--- config.mk ---
export PLATFORM = sky130hd
export DESIGN_NAME = pid_controller_step_core
export DESIGN_NICKNAME = d
export VERILOG_FILES = /design/src/rtl/core/pcs_pkg.sv /design/src/rtl/core/pid_controller_step_core.sv /design/src/rtl/core/pcs_mul.sv
export SDC_FILE = /design/constraint.sdc
export NUM_CORES = 2
export LEC_CHECK = 0
export BUFFER_PORTS_ARGS = -buffer_cell sky130_fd_sc_hd__buf_2
export CORE_AREA = 2 2 352 250
export DETAILED_ROUTE_END_ITERATION = 10
export DIE_AREA = 0 0 354 252
export PLACE_DENSITY_LB_ADDON = 0.1
export RECOVER_POWER = 100
export SYNTH_ARGS = -nofsm -noshare
export SYNTH_HDL_FRONTEND = slang
export SYNTH_HIERARCHICAL = 1
export SYNTH_SLANG_ARGS = --single-unit
--- constraint.sdc ---
create_clock -name clk -period 13.4 [get_ports clk]
set_input_delay 2.68 -clock clk [delete_from_list [all_inputs] [get_ports clk]]
set_output_delay 2.68 -clock clk [all_outputs]
set_load 0.005 [all_outputs]
--- src/rtl/core/pcs_pkg.sv ---
// Package: widths, constants and helper functions of the PID step core.
package pcs_pkg;

    localparam int FRAC_BITS = 16;
    localparam int FW        = FRAC_BITS + 1;   // fraction in [0, ONE]
    localparam int MA_W      = 48;              // multiplicand width
    localparam int MB_W      = 32;              // multiplier width
    localparam int MP_W      = MA_W + MB_W;     // product width
    localparam int CNT_W     = 5;               // counts MB_W steps

    localparam logic [FW-1:0] ONE = FW'(1) << FRAC_BITS;

    // Configuration register indexes.
    localparam logic [2:0] REG_PROP_GAIN  = 3'd0;
    localparam logic [2:0] REG_INT_RATE   = 3'd1;
    localparam logic [2:0] REG_DER_RATE   = 3'd2;
    localparam logic [2:0] REG_INPUT_MIN  = 3'd3;
    localparam logic [2:0] REG_SPAN_RECIP = 3'd4;
    localparam logic [2:0] REG_OUTPUT_MIN = 3'd5;
    localparam logic [2:0] REG_OUT_SPAN   = 3'd6;
    localparam logic [2:0] REG_INTERVAL   = 3'd7;

    // Signed 16-bit difference, one bit wider.
    function automatic logic signed [16:0] diff16s(logic [15:0] x, logic [15:0] m);
        logic signed [16:0] xs;
        logic signed [16:0] ms;
        xs = $signed({x[15], x});
        ms = $signed({m[15], m});
        return xs - ms;
    endfunction

    // Take (d * recip) >> 16 and clamp to ONE.
    function automatic logic [FW-1:0] in_clamp(logic [MP_W-1:0] p);
        logic [47:0] q;
        q = p[63:16];
        return (q > 48'(ONE)) ? ONE : q[FW-1:0];
    endfunction

endpackage

--- src/rtl/core/pid_controller_step_core.sv ---
// Top level of the PID step core: registers, sequencer and output stage.
//
//  channel   | handshake                   | word
//  ----------+-----------------------------+-------------------------------------
//  input     | s_axis_tvalid/s_axis_tready | measurement, setpoint, time, mode
//  output    | m_axis_tvalid/m_axis_tready | drive, computed flag, mode
//  config    | cfg_we (no wait)            | cfg_index selects, cfg_wdata value
//
// One word at a time. A word that computes nothing passes only through the mode,
// due and output states; one that computes runs six products on the shared
// shift-add multiplier, plus a bit-serial division for a feed-forward bias;
// entering auto adds a division and one product.
// Reset clears all loop state and loads the register defaults; no sweep.
// A stalled output word holds in the output register; the next input word
// is taken meanwhile and waits at the end of its work for the register.
module pid_controller_step_core
(
    input  logic         clk,
    input  logic         rst_n,
    input  logic         s_axis_tvalid,
    output logic         s_axis_tready,
    // [15:0] measurement, [31:16] setpoint, [63:32] now_ms, [64] auto_enable,
    // [65] ff_enable, [81:66] ff_bias, [97:82] held_output, [103:98] zero
    input  logic [103:0] s_axis_tdata,
    output logic         m_axis_tvalid,
    input  logic         m_axis_tready,
    // [15:0] control_output, [16] computed, [17] in_auto, [23:18] zero
    output logic [23:0]  m_axis_tdata,
    input  logic         cfg_we,
    input  logic [2:0]   cfg_index,
    input  logic [31:0]  cfg_wdata
);

    localparam int FW = pcs_pkg::FW;

    // Sequencer codes.
    localparam logic [3:0] ST_IDLE = 4'd0;
    localparam logic [3:0] ST_MODE = 4'd1;
    localparam logic [3:0] ST_DIV  = 4'd2;
    localparam logic [3:0] ST_PIN  = 4'd3;
    localparam logic [3:0] ST_DUE  = 4'd4;
    localparam logic [3:0] ST_PV   = 4'd5;
    localparam logic [3:0] ST_SP   = 4'd6;
    localparam logic [3:0] ST_ERR  = 4'd7;
    localparam logic [3:0] ST_T1   = 4'd8;
    localparam logic [3:0] ST_T2   = 4'd9;
    localparam logic [3:0] ST_U    = 4'd10;
    localparam logic [3:0] ST_DRV  = 4'd11;
    localparam logic [3:0] ST_OUT  = 4'd12;

    // Configuration registers.
    logic [23:0] kc_reg;
    logic [23:0] taur_reg;
    logic [23:0] taud_reg;
    logic [15:0] in_min_reg;
    logic [31:0] recip_reg;
    logic [15:0] out_min_reg;
    logic [15:0] out_span_reg;
    logic [15:0] interval_reg;

    // Captured input word.
    logic [15:0] meas_reg;
    logic [15:0] sp_reg;
    logic [31:0] now_reg;
    logic        want_reg;
    logic        ff_reg;
    logic [15:0] ffb_reg;
    logic [15:0] held_reg;

    // Loop state.
    logic signed [31:0] acc_reg;
    logic [FW-1:0]      prev_in_reg;
    logic [FW-1:0]      prev_out_reg;
    logic [FW-1:0]      bias_reg;
    logic [31:0]        due_reg;
    logic               active_reg;
    logic [15:0]        drive_reg;

    // Working registers.
    logic [3:0]         state_reg;
    logic               launched_reg;
    logic               div_ff_reg;
    logic [FW-1:0]      rem_reg;
    logic [15:0]        quo_reg;
    logic [3:0]         cnt_reg;
    logic [FW-1:0]      pv_reg;
    logic [FW-1:0]      spf_reg;
    logic signed [17:0] err_reg;
    logic signed [41:0] t1_reg;
    logic signed [41:0] t2_reg;
    logic [FW-1:0]      o_reg;
    logic               computed_reg;
    logic               m_valid_reg;
    logic [23:0]        m_data_reg;

    // Multiplier hookup.
    logic                         mul_start;
    logic [pcs_pkg::MA_W-1:0]     mul_a;
    logic [pcs_pkg::MB_W-1:0]     mul_b;
    logic                         mul_done;
    logic [pcs_pkg::MP_W-1:0]     mul_prod;

    // Combinational terms.
    logic [15:0]        in_x;
    logic signed [16:0] in_d;
    logic [15:0]        in_b;
    logic [FW-1:0]      in_res;
    logic [15:0]        div_src;
    logic signed [16:0] div_d;
    logic [15:0]        span_eff;
    logic [16:0]        rem_dbl;
    logic               qbit;
    logic [16:0]        rem_new;
    logic signed [17:0] err;
    logic signed [17:0] dmeas;
    logic               hold_int;
    logic signed [32:0] acc_sum;
    logic signed [31:0] acc_sat;
    logic [31:0]        acc_mag;
    logic signed [42:0] inner;
    logic [42:0]        inner_mag;
    logic [39:0]        t1_mag;
    logic [40:0]        t2_mag;
    logic [48:0]        u_mag;
    logic signed [51:0] o_sum;
    logic [FW-1:0]      o_clamp;
    logic [17:0]        drv_sum;
    logic [15:0]        drv_sat;
    logic [31:0]        due_add;
    logic [31:0]        due_new;

    pcs_mul u_mul
    (
        .clk   (clk),
        .rst_n (rst_n),
        .start (mul_start),
        .a     (mul_a),
        .b     (mul_b),
        .done  (mul_done),
        .prod  (mul_prod)
    );

    // Input scaling: clamp negative offsets to zero before the product.
    assign in_x   = (state_reg == ST_SP) ? sp_reg : meas_reg;
    assign in_d   = pcs_pkg::diff16s(in_x, in_min_reg);
    assign in_b   = in_d[16] ? 16'd0 : in_d[15:0];
    assign in_res = pcs_pkg::in_clamp(mul_prod);

    // Bias scaling by restoring division, one quotient bit per cycle.
    assign div_src  = (div_ff_reg || ff_reg) ? ffb_reg : held_reg;
    assign div_d    = $signed({1'b0, div_src}) - $signed({1'b0, out_min_reg});
    assign span_eff = (out_span_reg == 16'd0) ? 16'd1 : out_span_reg;
    assign rem_dbl  = {rem_reg[15:0], 1'b0};
    assign qbit     = rem_dbl >= {1'b0, span_eff};
    assign rem_new  = qbit ? (rem_dbl - {1'b0, span_eff}) : rem_dbl;

    // Error, measurement slope and integrator with anti-windup.
    assign err   = $signed({1'b0, spf_reg}) - $signed({1'b0, pv_reg});
    assign dmeas = $signed({1'b0, pv_reg}) - $signed({1'b0, prev_in_reg});
    assign hold_int = ((prev_out_reg == pcs_pkg::ONE) && !err[17] && (err != 18'sd0))
                   || ((prev_out_reg == '0) && err[17]);
    assign acc_sum  = $signed({acc_reg[31], acc_reg}) + $signed({{15{err[17]}}, err});
    assign acc_sat  = (acc_sum[32] != acc_sum[31])
                    ? (acc_sum[32] ? 32'sh8000_0000 : 32'sh7FFF_FFFF)
                    : acc_sum[31:0];

    assign acc_mag   = acc_reg[31] ? (~acc_reg + 32'd1) : acc_reg;

    // Magnitudes and signed partial terms (truncate toward zero).
    logic signed [17:0] dmeas_hold_reg;
    logic [17:0]        dmh_mag;
    assign dmh_mag = dmeas_hold_reg[17] ? (~dmeas_hold_reg + 18'd1) : dmeas_hold_reg;

    assign inner = $signed({t1_reg[41], t1_reg})
                 + $signed({{25{err_reg[17]}}, err_reg})
                 - $signed({t2_reg[41], t2_reg});
    assign inner_mag = inner[42] ? (~inner + 43'd1) : inner;

    assign t1_mag = mul_prod[55:16];
    assign t2_mag = mul_prod[56:16];
    assign u_mag  = mul_prod[64:16];

    // Output fraction: bias plus the scaled loop term, clamped to [0, ONE].
    assign o_sum = inner[42]
                 ? ($signed(52'(bias_reg)) - $signed({3'b000, u_mag}))
                 : ($signed(52'(bias_reg)) + $signed({3'b000, u_mag}));
    assign o_clamp = o_sum[51] ? '0
                   : ((o_sum > $signed(52'(pcs_pkg::ONE))) ? pcs_pkg::ONE : o_sum[FW-1:0]);

    // Drive in output units, saturated at full scale.
    assign drv_sum = {2'b00, out_min_reg} + {1'b0, mul_prod[32:16]};
    assign drv_sat = (drv_sum[17:16] != 2'b00) ? 16'hFFFF : drv_sum[15:0];

    // Next due time; catch up to now after a late word.
    assign due_add = due_reg + {16'd0, interval_reg};
    assign due_new = (due_add < now_reg) ? (now_reg + {16'd0, interval_reg}) : due_add;

    // Launch a product on the first cycle of each product step.
    always_comb
    begin
        mul_a     = '0;
        mul_b     = '0;
        mul_start = 1'b0;
        unique case (state_reg)
            ST_PIN, ST_PV, ST_SP:
            begin
                mul_start = !launched_reg;
                mul_a     = pcs_pkg::MA_W'(recip_reg);
                mul_b     = pcs_pkg::MB_W'(in_b);
            end
            ST_T1:
            begin
                mul_start = !launched_reg;
                mul_a     = pcs_pkg::MA_W'(acc_mag);
                mul_b     = pcs_pkg::MB_W'(taur_reg);
            end
            ST_T2:
            begin
                mul_start = !launched_reg;
                mul_a     = pcs_pkg::MA_W'(dmh_mag);
                mul_b     = pcs_pkg::MB_W'(taud_reg);
            end
            ST_U:
            begin
                mul_start = !launched_reg;
                mul_a     = pcs_pkg::MA_W'(inner_mag);
                mul_b     = pcs_pkg::MB_W'(kc_reg);
            end
            ST_DRV:
            begin
                mul_start = !launched_reg;
                mul_a     = pcs_pkg::MA_W'(o_reg);
                mul_b     = pcs_pkg::MB_W'(out_span_reg);
            end
            default:
            begin
                mul_start = 1'b0;
            end
        endcase
    end

    // Configuration writes.
    always_ff @(posedge clk or negedge rst_n)
    begin
        if (!rst_n)
        begin
            kc_reg       <= 24'd131072;
            taur_reg     <= 24'd13107;
            taud_reg     <= 24'd65536;
            in_min_reg   <= 16'd0;
            recip_reg    <= 32'd4198404;
            out_min_reg  <= 16'd0;
            out_span_reg <= 16'd255;
            interval_reg <= 16'd1000;
        end
        else if (cfg_we)
        begin
            unique case (cfg_index)
                pcs_pkg::REG_PROP_GAIN:  kc_reg       <= cfg_wdata[23:0];
                pcs_pkg::REG_INT_RATE:   taur_reg     <= cfg_wdata[23:0];
                pcs_pkg::REG_DER_RATE:   taud_reg     <= cfg_wdata[23:0];
                pcs_pkg::REG_INPUT_MIN:  in_min_reg   <= cfg_wdata[15:0];
                pcs_pkg::REG_SPAN_RECIP: recip_reg    <= cfg_wdata;
                pcs_pkg::REG_OUTPUT_MIN: out_min_reg  <= cfg_wdata[15:0];
                pcs_pkg::REG_OUT_SPAN:   out_span_reg <= cfg_wdata[15:0];
                pcs_pkg::REG_INTERVAL:   interval_reg <= cfg_wdata[15:0];
                default:                 kc_reg       <= kc_reg;
            endcase
        end
    end

    // Capture the input word on acceptance.
    always_ff @(posedge clk)
    begin
        if (s_axis_tvalid && s_axis_tready)
        begin
            meas_reg <= s_axis_tdata[15:0];
            sp_reg   <= s_axis_tdata[31:16];
            now_reg  <= s_axis_tdata[63:32];
            want_reg <= s_axis_tdata[64];
            ff_reg   <= s_axis_tdata[65];
            ffb_reg  <= s_axis_tdata[81:66];
            held_reg <= s_axis_tdata[97:82];
        end
    end

    // Sequencer and loop state.
    always_ff @(posedge clk or negedge rst_n)
    begin
        if (!rst_n)
        begin
            state_reg      <= ST_IDLE;
            launched_reg   <= 1'b0;
            div_ff_reg     <= 1'b0;
            cnt_reg        <= '0;
            acc_reg        <= '0;
            prev_in_reg    <= '0;
            prev_out_reg   <= '0;
            bias_reg       <= '0;
            due_reg        <= '0;
            active_reg     <= 1'b0;
            drive_reg      <= '0;
            computed_reg   <= 1'b0;
            m_valid_reg    <= 1'b0;
            rem_reg        <= '0;
            quo_reg        <= '0;
            pv_reg         <= '0;
            spf_reg        <= '0;
            err_reg        <= '0;
            dmeas_hold_reg <= '0;
            t1_reg         <= '0;
            t2_reg         <= '0;
            o_reg          <= '0;
            m_data_reg     <= '0;
        end
        else
        begin
            // Drop the output word once taken.
            if (m_valid_reg && m_axis_tready)
            begin
                m_valid_reg <= 1'b0;
            end

            unique case (state_reg)
                ST_IDLE:
                begin
                    if (s_axis_tvalid)
                    begin
                        state_reg <= ST_MODE;
                    end
                end
                ST_MODE:
                begin
                    // Mode update comes before the computation.
                    active_reg <= want_reg;
                    if (want_reg && !active_reg)
                    begin
                        div_ff_reg   <= 1'b0;
                        launched_reg <= 1'b0;
                        state_reg    <= ST_DIV;
                    end
                    else
                    begin
                        state_reg <= ST_DUE;
                    end
                end
                ST_DIV:
                begin
                    if (!launched_reg)
                    begin
                        if (div_d[16] || (div_d == 17'sd0) || (div_d[15:0] >= span_eff))
                        begin
                            // Below the span floor or at/above its top: no division.
                            bias_reg <= (div_d[16] || (div_d == 17'sd0)) ? '0 : pcs_pkg::ONE;
                            if (!div_ff_reg)
                            begin
                                prev_out_reg <= (div_d[16] || (div_d == 17'sd0))
                                              ? '0 : pcs_pkg::ONE;
                                state_reg    <= ST_PIN;
                            end
                            else
                            begin
                                state_reg <= ST_T1;
                            end
                        end
                        else
                        begin
                            rem_reg      <= div_d[FW-1:0];
                            quo_reg      <= '0;
                            cnt_reg      <= '0;
                            launched_reg <= 1'b1;
                        end
                    end
                    else
                    begin
                        rem_reg <= rem_new;
                        quo_reg <= {quo_reg[14:0], qbit};
                        cnt_reg <= cnt_reg + 1'b1;
                        if (cnt_reg == 4'd15)
                        begin
                            launched_reg <= 1'b0;
                            bias_reg     <= {1'b0, quo_reg[14:0], qbit};
                            if (!div_ff_reg)
                            begin
                                prev_out_reg <= {1'b0, quo_reg[14:0], qbit};
                                state_reg    <= ST_PIN;
                            end
                            else
                            begin
                                state_reg <= ST_T1;
                            end
                        end
                    end
                end
                ST_PIN:
                begin
                    if (!launched_reg)
                    begin
                        launched_reg <= 1'b1;
                    end
                    else if (mul_done)
                    begin
                        launched_reg <= 1'b0;
                        prev_in_reg  <= in_res;
                        acc_reg      <= '0;
                        state_reg    <= ST_DUE;
                    end
                end
                ST_DUE:
                begin
                    if (active_reg && (now_reg >= due_reg))
                    begin
                        state_reg <= ST_PV;
                    end
                    else
                    begin
                        computed_reg <= 1'b0;
                        state_reg    <= ST_OUT;
                    end
                end
                ST_PV, ST_SP:
                begin
                    if (!launched_reg)
                    begin
                        launched_reg <= 1'b1;
                    end
                    else if (mul_done)
                    begin
                        launched_reg <= 1'b0;
                        if (state_reg == ST_PV)
                        begin
                            pv_reg    <= in_res;
                            state_reg <= ST_SP;
                        end
                        else
                        begin
                            spf_reg   <= in_res;
                            state_reg <= ST_ERR;
                        end
                    end
                end
                ST_ERR:
                begin
                    err_reg        <= err;
                    dmeas_hold_reg <= dmeas;
                    if (!hold_int)
                    begin
                        acc_reg <= acc_sat;
                    end
                    if (ff_reg)
                    begin
                        div_ff_reg   <= 1'b1;
                        launched_reg <= 1'b0;
                        state_reg    <= ST_DIV;
                    end
                    else
                    begin
                        state_reg <= ST_T1;
                    end
                end
                ST_T1:
                begin
                    if (!launched_reg)
                    begin
                        launched_reg <= 1'b1;
                    end
                    else if (mul_done)
                    begin
                        launched_reg <= 1'b0;
                        t1_reg <= acc_reg[31] ? -$signed({2'b00, t1_mag})
                                              : $signed({2'b00, t1_mag});
                        state_reg <= ST_T2;
                    end
                end
                ST_T2:
                begin
                    if (!launched_reg)
                    begin
                        launched_reg <= 1'b1;
                    end
                    else if (mul_done)
                    begin
                        launched_reg <= 1'b0;
                        t2_reg <= dmeas_hold_reg[17] ? -$signed({1'b0, t2_mag})
                                                     : $signed({1'b0, t2_mag});
                        state_reg <= ST_U;
                    end
                end
                ST_U:
                begin
                    if (!launched_reg)
                    begin
                        launched_reg <= 1'b1;
                    end
                    else if (mul_done)
                    begin
                        launched_reg <= 1'b0;
                        o_reg        <= o_clamp;
                        state_reg    <= ST_DRV;
                    end
                end
                ST_DRV:
                begin
                    if (!launched_reg)
                    begin
                        launched_reg <= 1'b1;
                    end
                    else if (mul_done)
                    begin
                        launched_reg <= 1'b0;
                        drive_reg    <= drv_sat;
                        prev_out_reg <= o_reg;
                        prev_in_reg  <= pv_reg;
                        due_reg      <= due_new;
                        computed_reg <= 1'b1;
                        state_reg    <= ST_OUT;
                    end
                end
                ST_OUT:
                begin
                    // Hold until the output register is free.
                    if (!m_valid_reg || m_axis_tready)
                    begin
                        m_valid_reg <= 1'b1;
                        m_data_reg  <= {6'd0, active_reg, computed_reg, drive_reg};
                        state_reg   <= ST_IDLE;
                    end
                end
                default:
                begin
                    state_reg <= ST_IDLE;
                end
            endcase
        end
    end

    assign s_axis_tready = (state_reg == ST_IDLE);
    assign m_axis_tvalid = m_valid_reg;
    assign m_axis_tdata  = m_data_reg;

endmodule

--- src/rtl/core/pcs_mul.sv ---
// Shift-add multiplier: one multiplier bit per cycle, shared by all products.
module pcs_mul
(
    input  logic                       clk,
    input  logic                       rst_n,
    input  logic                       start,
    input  logic [pcs_pkg::MA_W-1:0]   a,
    input  logic [pcs_pkg::MB_W-1:0]   b,
    output logic                       done,
    output logic [pcs_pkg::MP_W-1:0]   prod
);

    logic [pcs_pkg::MA_W-1:0]  a_reg;
    logic [pcs_pkg::MP_W-1:0]  p_reg;
    logic [pcs_pkg::CNT_W-1:0] cnt_reg;
    logic                      busy_reg;
    logic                      done_reg;
    logic [pcs_pkg::MA_W:0]    sum;

    // Add the multiplicand into the high half when the low bit is set.
    assign sum = {1'b0, p_reg[pcs_pkg::MP_W-1:pcs_pkg::MB_W]}
               + (p_reg[0] ? {1'b0, a_reg} : '0);

    always_ff @(posedge clk or negedge rst_n)
    begin
        if (!rst_n)
        begin
            busy_reg <= 1'b0;
            done_reg <= 1'b0;
            cnt_reg  <= '0;
        end
        else
        begin
            done_reg <= 1'b0;
            if (start)
            begin
                busy_reg <= 1'b1;
                cnt_reg  <= '0;
            end
            else if (busy_reg)
            begin
                cnt_reg <= cnt_reg + 1'b1;
                if (cnt_reg == pcs_pkg::CNT_W'(pcs_pkg::MB_W - 1))
                begin
                    busy_reg <= 1'b0;
                    done_reg <= 1'b1;
                end
            end
        end
    end

    always_ff @(posedge clk)
    begin
        if (start)
        begin
            a_reg <= a;
            p_reg <= {{pcs_pkg::MA_W{1'b0}}, b};
        end
        else if (busy_reg)
        begin
            p_reg <= {sum, p_reg[pcs_pkg::MB_W-1:1]};
        end
    end

    assign done = done_reg;
    assign prod = p_reg;

endmodule

==> out/qor.csv <==
metric;value;unit
Die X;354;um
Final nets;6500;
Worst Hold Class;reg2reg;
H-tree levels;3;
Overall Global Routing Usage;37.4;%
Worst-path clk slew;0.07;ns
Cells after DPL;6996;
post-DP HPWL;126;mm
fin crit share;76.5;%
root buf cell;clkbuf_16;
first-pass GRT wire length;257;mm
Yosys reg bits;765;
hold-critical path endpoint;u_mul/prod[65]$_SDFFE_PP0P_;
met3 wire length;23.5;mm
CTS tree;yes;
Top Layer Used;met5;
PortBufs;157;
R2R Path End;u_mul/prod[27]$_DFFE_PP_;
post-place setup slack;5.98;ns
Finish-stage setup viols;0;
Post-synth ARST share;70.5;%
routed metal-1 wirelength;77.9;mm
Die Ht;252;um
Post-synth EDFFs;178;
fin crit period;10.26;ns
via count;45800;
fraction of the mapped netlist area in adder cells;10.7;%
Synth Area in Compound Gates;18.2;%
WL final;168;mm
area grow syn2layout;8.78;%
mean number of vias per cell;6.40;
Cell Area, Synth;53600;sq um
vias in the first global route;42400;
top cell type by total area after synthesis;dfrtp_1;
CP dominant cell by count;clkbuf_1;
Synth Warn #;6;
Critical-path top delay cell;clkbuf_1;
top cell type's share of synthesized area;23.9;%
fin worst setup slack;3.14;ns
outcome;finished, violations left;
largest family of logic cells by synthesized area;compound AO/OA/AOI/OAI gates;
fraction of the mapped netlist area in simple logic gates;14.9;%
Avg Inst Size Synth;9.17;sq um
static leakage power;26.3;nW
antenna violations before repair;8;
final std cells w/o fill;7158;
P per Cell Area;182;nW/um^2
Post-CTS Setup Inserts;0;
failing checks;capacitance limit, slew limit;
DRT antenna net count;0;
kind of critical path;reg2reg;
First-pass DRT Iterations;6;
grt ovf;0;
Syn Inst Count;5845;
Clk Latency, worst-skew pair;0.72;ns
Seq/Total Area, Yosys;37.0;%
worst reg2reg startpoint;state_reg[0]$_DFFE_PN0P_;
die area;89200;sq um
dpl cell area;55700;sq um
# IOs;170;
cell area after layout;58300;sq um
Yosys cell types;96;
worst hold slack;0.463;ns
Worst VDD drop;128;uV
Commonest cells post-synth;630 x nand2_1, 512 x dfrtp_1, 455 x inv_1;
Most used DFF post-synth;dfrtp_1;
share of cells above drive strength 1;11.6;%
Critical Path Start Type;flop;
cts bufs inserted;81;
hold path start;u_mul/prod[65]$_SDFFE_PP0P_;
multi-input combinational cell area;31100;sq um
setup_tns;0;ns
worst slew pin tran;5.17;ns
hold_buf cts;0;
Cell Rows;90;
Max Fanout on Critical Path;53;
Critical Path RT;13.65;ns
RSZ-0062 raised after global routing;false;
Sink Count;765;
# fillers;6872;
CP top delay family;buffers and inverters;
# resized after CTS;0;
wire per inst;23.5;um
Bufs on Longest Clock Path;3;
CP Buf/Inv Count;5;
DRC;0;
Cells on Worst Hold Path;2;
R2R setup slack;3.14;ns
area occupied by registers;19800;sq um
core box area;85600;sq um
worst reg2reg path depth;10;
Worst EP arrival;10.51;ns
largest cells by area after synthesis;dfrtp_1 24%, edfxtp_1 10%, ha_1 8.7%;
FMAX;97.5;MHz
Slew headroom;-245;%
critical path cell sequence;clkbuf_1 > nand3b_1 > a21oi_4 > nor2_1 > nor2_1 > clkbuf_1 > clkbuf_1 > nor2_1 > inv_1 > clkbuf_1;
clock skew;0.0816;ns
initial core utilization;62.7;%
Worst Setup End Kind;flop;
xor and xnor fraction of the mapped netlist area;6.75;%
met2 wire length;63.0;mm
MaxCap Viol Count;28;
Pins Over Slew Limit;1175;
largest net degree at the start of global routing;159;
CP peak stage delay;2.30;ns
final hold violations;0;
Final GP Congestion;0.999;
count leader, synth;nand2_1;
DR iter-0 viols;5441;
multiplexer share of the synthesized area;7.26;%
max reg flops;80;
final cells by class:
type / count / share of cell area (%)
timing repair buffer: 245 / 2.28
clock inverter: 38 / 0.931
sequential: 765 / 34.0
antenna: 10 / 0.0429
inverter: 456 / 2.93
multi-input combinational: 4380 / 53.4
tap: 1150 / 2.47
clock buffer: 114 / 3.95
where the power goes:
group	switching, mW	total, mW	internal, mW
Sequential	0.374	3.23	2.86
Combinational	3.14	4.95	1.81
Clock	1.05	2.43	1.38
Total	4.56	10.6	6.05
worst register-to-register path: stages, from the launching register on:
cell and delay [ns]:
dfrtp_1 0.34, clkbuf_1 1.04, nand3b_1 0.29, a21oi_4 0.23
nor2_1 0.06, nor2_1 2.14, clkbuf_1 2.30, clkbuf_1 1.32
nor2_1 0.26, inv_1 0.18, clkbuf_1 1.64
layer usage:
metal | track usage (%) | up-vias
li1 | - | 21100
met1 | 58.4 | 22200
met2 | 48.1 | 2279
met3 | 14.0 | 204
met4 | 8.28 | 4
met5 | 0 | -
worst max path at each step:
stage | startpoint | endpoint | slack [ns] | cells after the start
after floorplan | interval_reg[1]$_DFFE_PN0P_ | due_reg[0]$_DFFE_PN0P_ | 7.12 | 26
after global placement | spf_reg[0]$_DFFE_PN0P_ | acc_reg[4]$_DFFE_PN0P_ | 6.08 | 28
after detailed placement | spf_reg[0]$_DFFE_PN0P_ | acc_reg[1]$_DFFE_PN0P_ | 5.98 | 28
after CTS | spf_reg[0]$_DFFE_PN0P_ | acc_reg[1]$_DFFE_PN0P_ | 5.95 | 28
after global routing | state_reg[0]$_DFFE_PN0P_ | u_mul/prod[27]$_DFFE_PP_ | 2.77 | 10
final | state_reg[0]$_DFFE_PN0P_ | u_mul/prod[27]$_DFFE_PP_ | 3.14 | 10
stage by stage:
step | power [mW] | utilization, %
finish | 10.6 | 68.1
global route | 11.1 | 68.1
CTS | 10.4 | 68.4
detailed placement | 8.00 | 65.1
global placement | 7.91 | 65.1
floorplan | 6.48 | -
cell usage in the layout, fill, tap and decap left out, types with 140 or more instances in the layout:
cell      Yosys  routed
ha_1        373     373
o21ai_0     454     481
mux2_2      269     266
edfxtp_1    178     178
dfrtp_1     512     510
buf_2        19     142
a21o_1      140     140
nand2_1     630     628
nor2_1      291     288
xor2_1      174     173
inv_1       455     454
a21oi_1     293     292
xnor2_1     239     239
kinds of logic (layout without fill, tap and decap cells):
| group | Yosys count | in the layout |
|---|---|---|
| DFF | 765 | 765 |
| xor gates and xnor gates | 413 | 413 |
| and+or+nand+nor | 1658 | 1658 |
| adders and majority gates | 427 | 427 |
| muxes | 355 | 355 |
| other | 1 | 29 |
| buffers and inverters | 718 | 853 |
| AOI/OAI and AO/OA | 1508 | 1508 |
(Power assumes the default switching activity.)
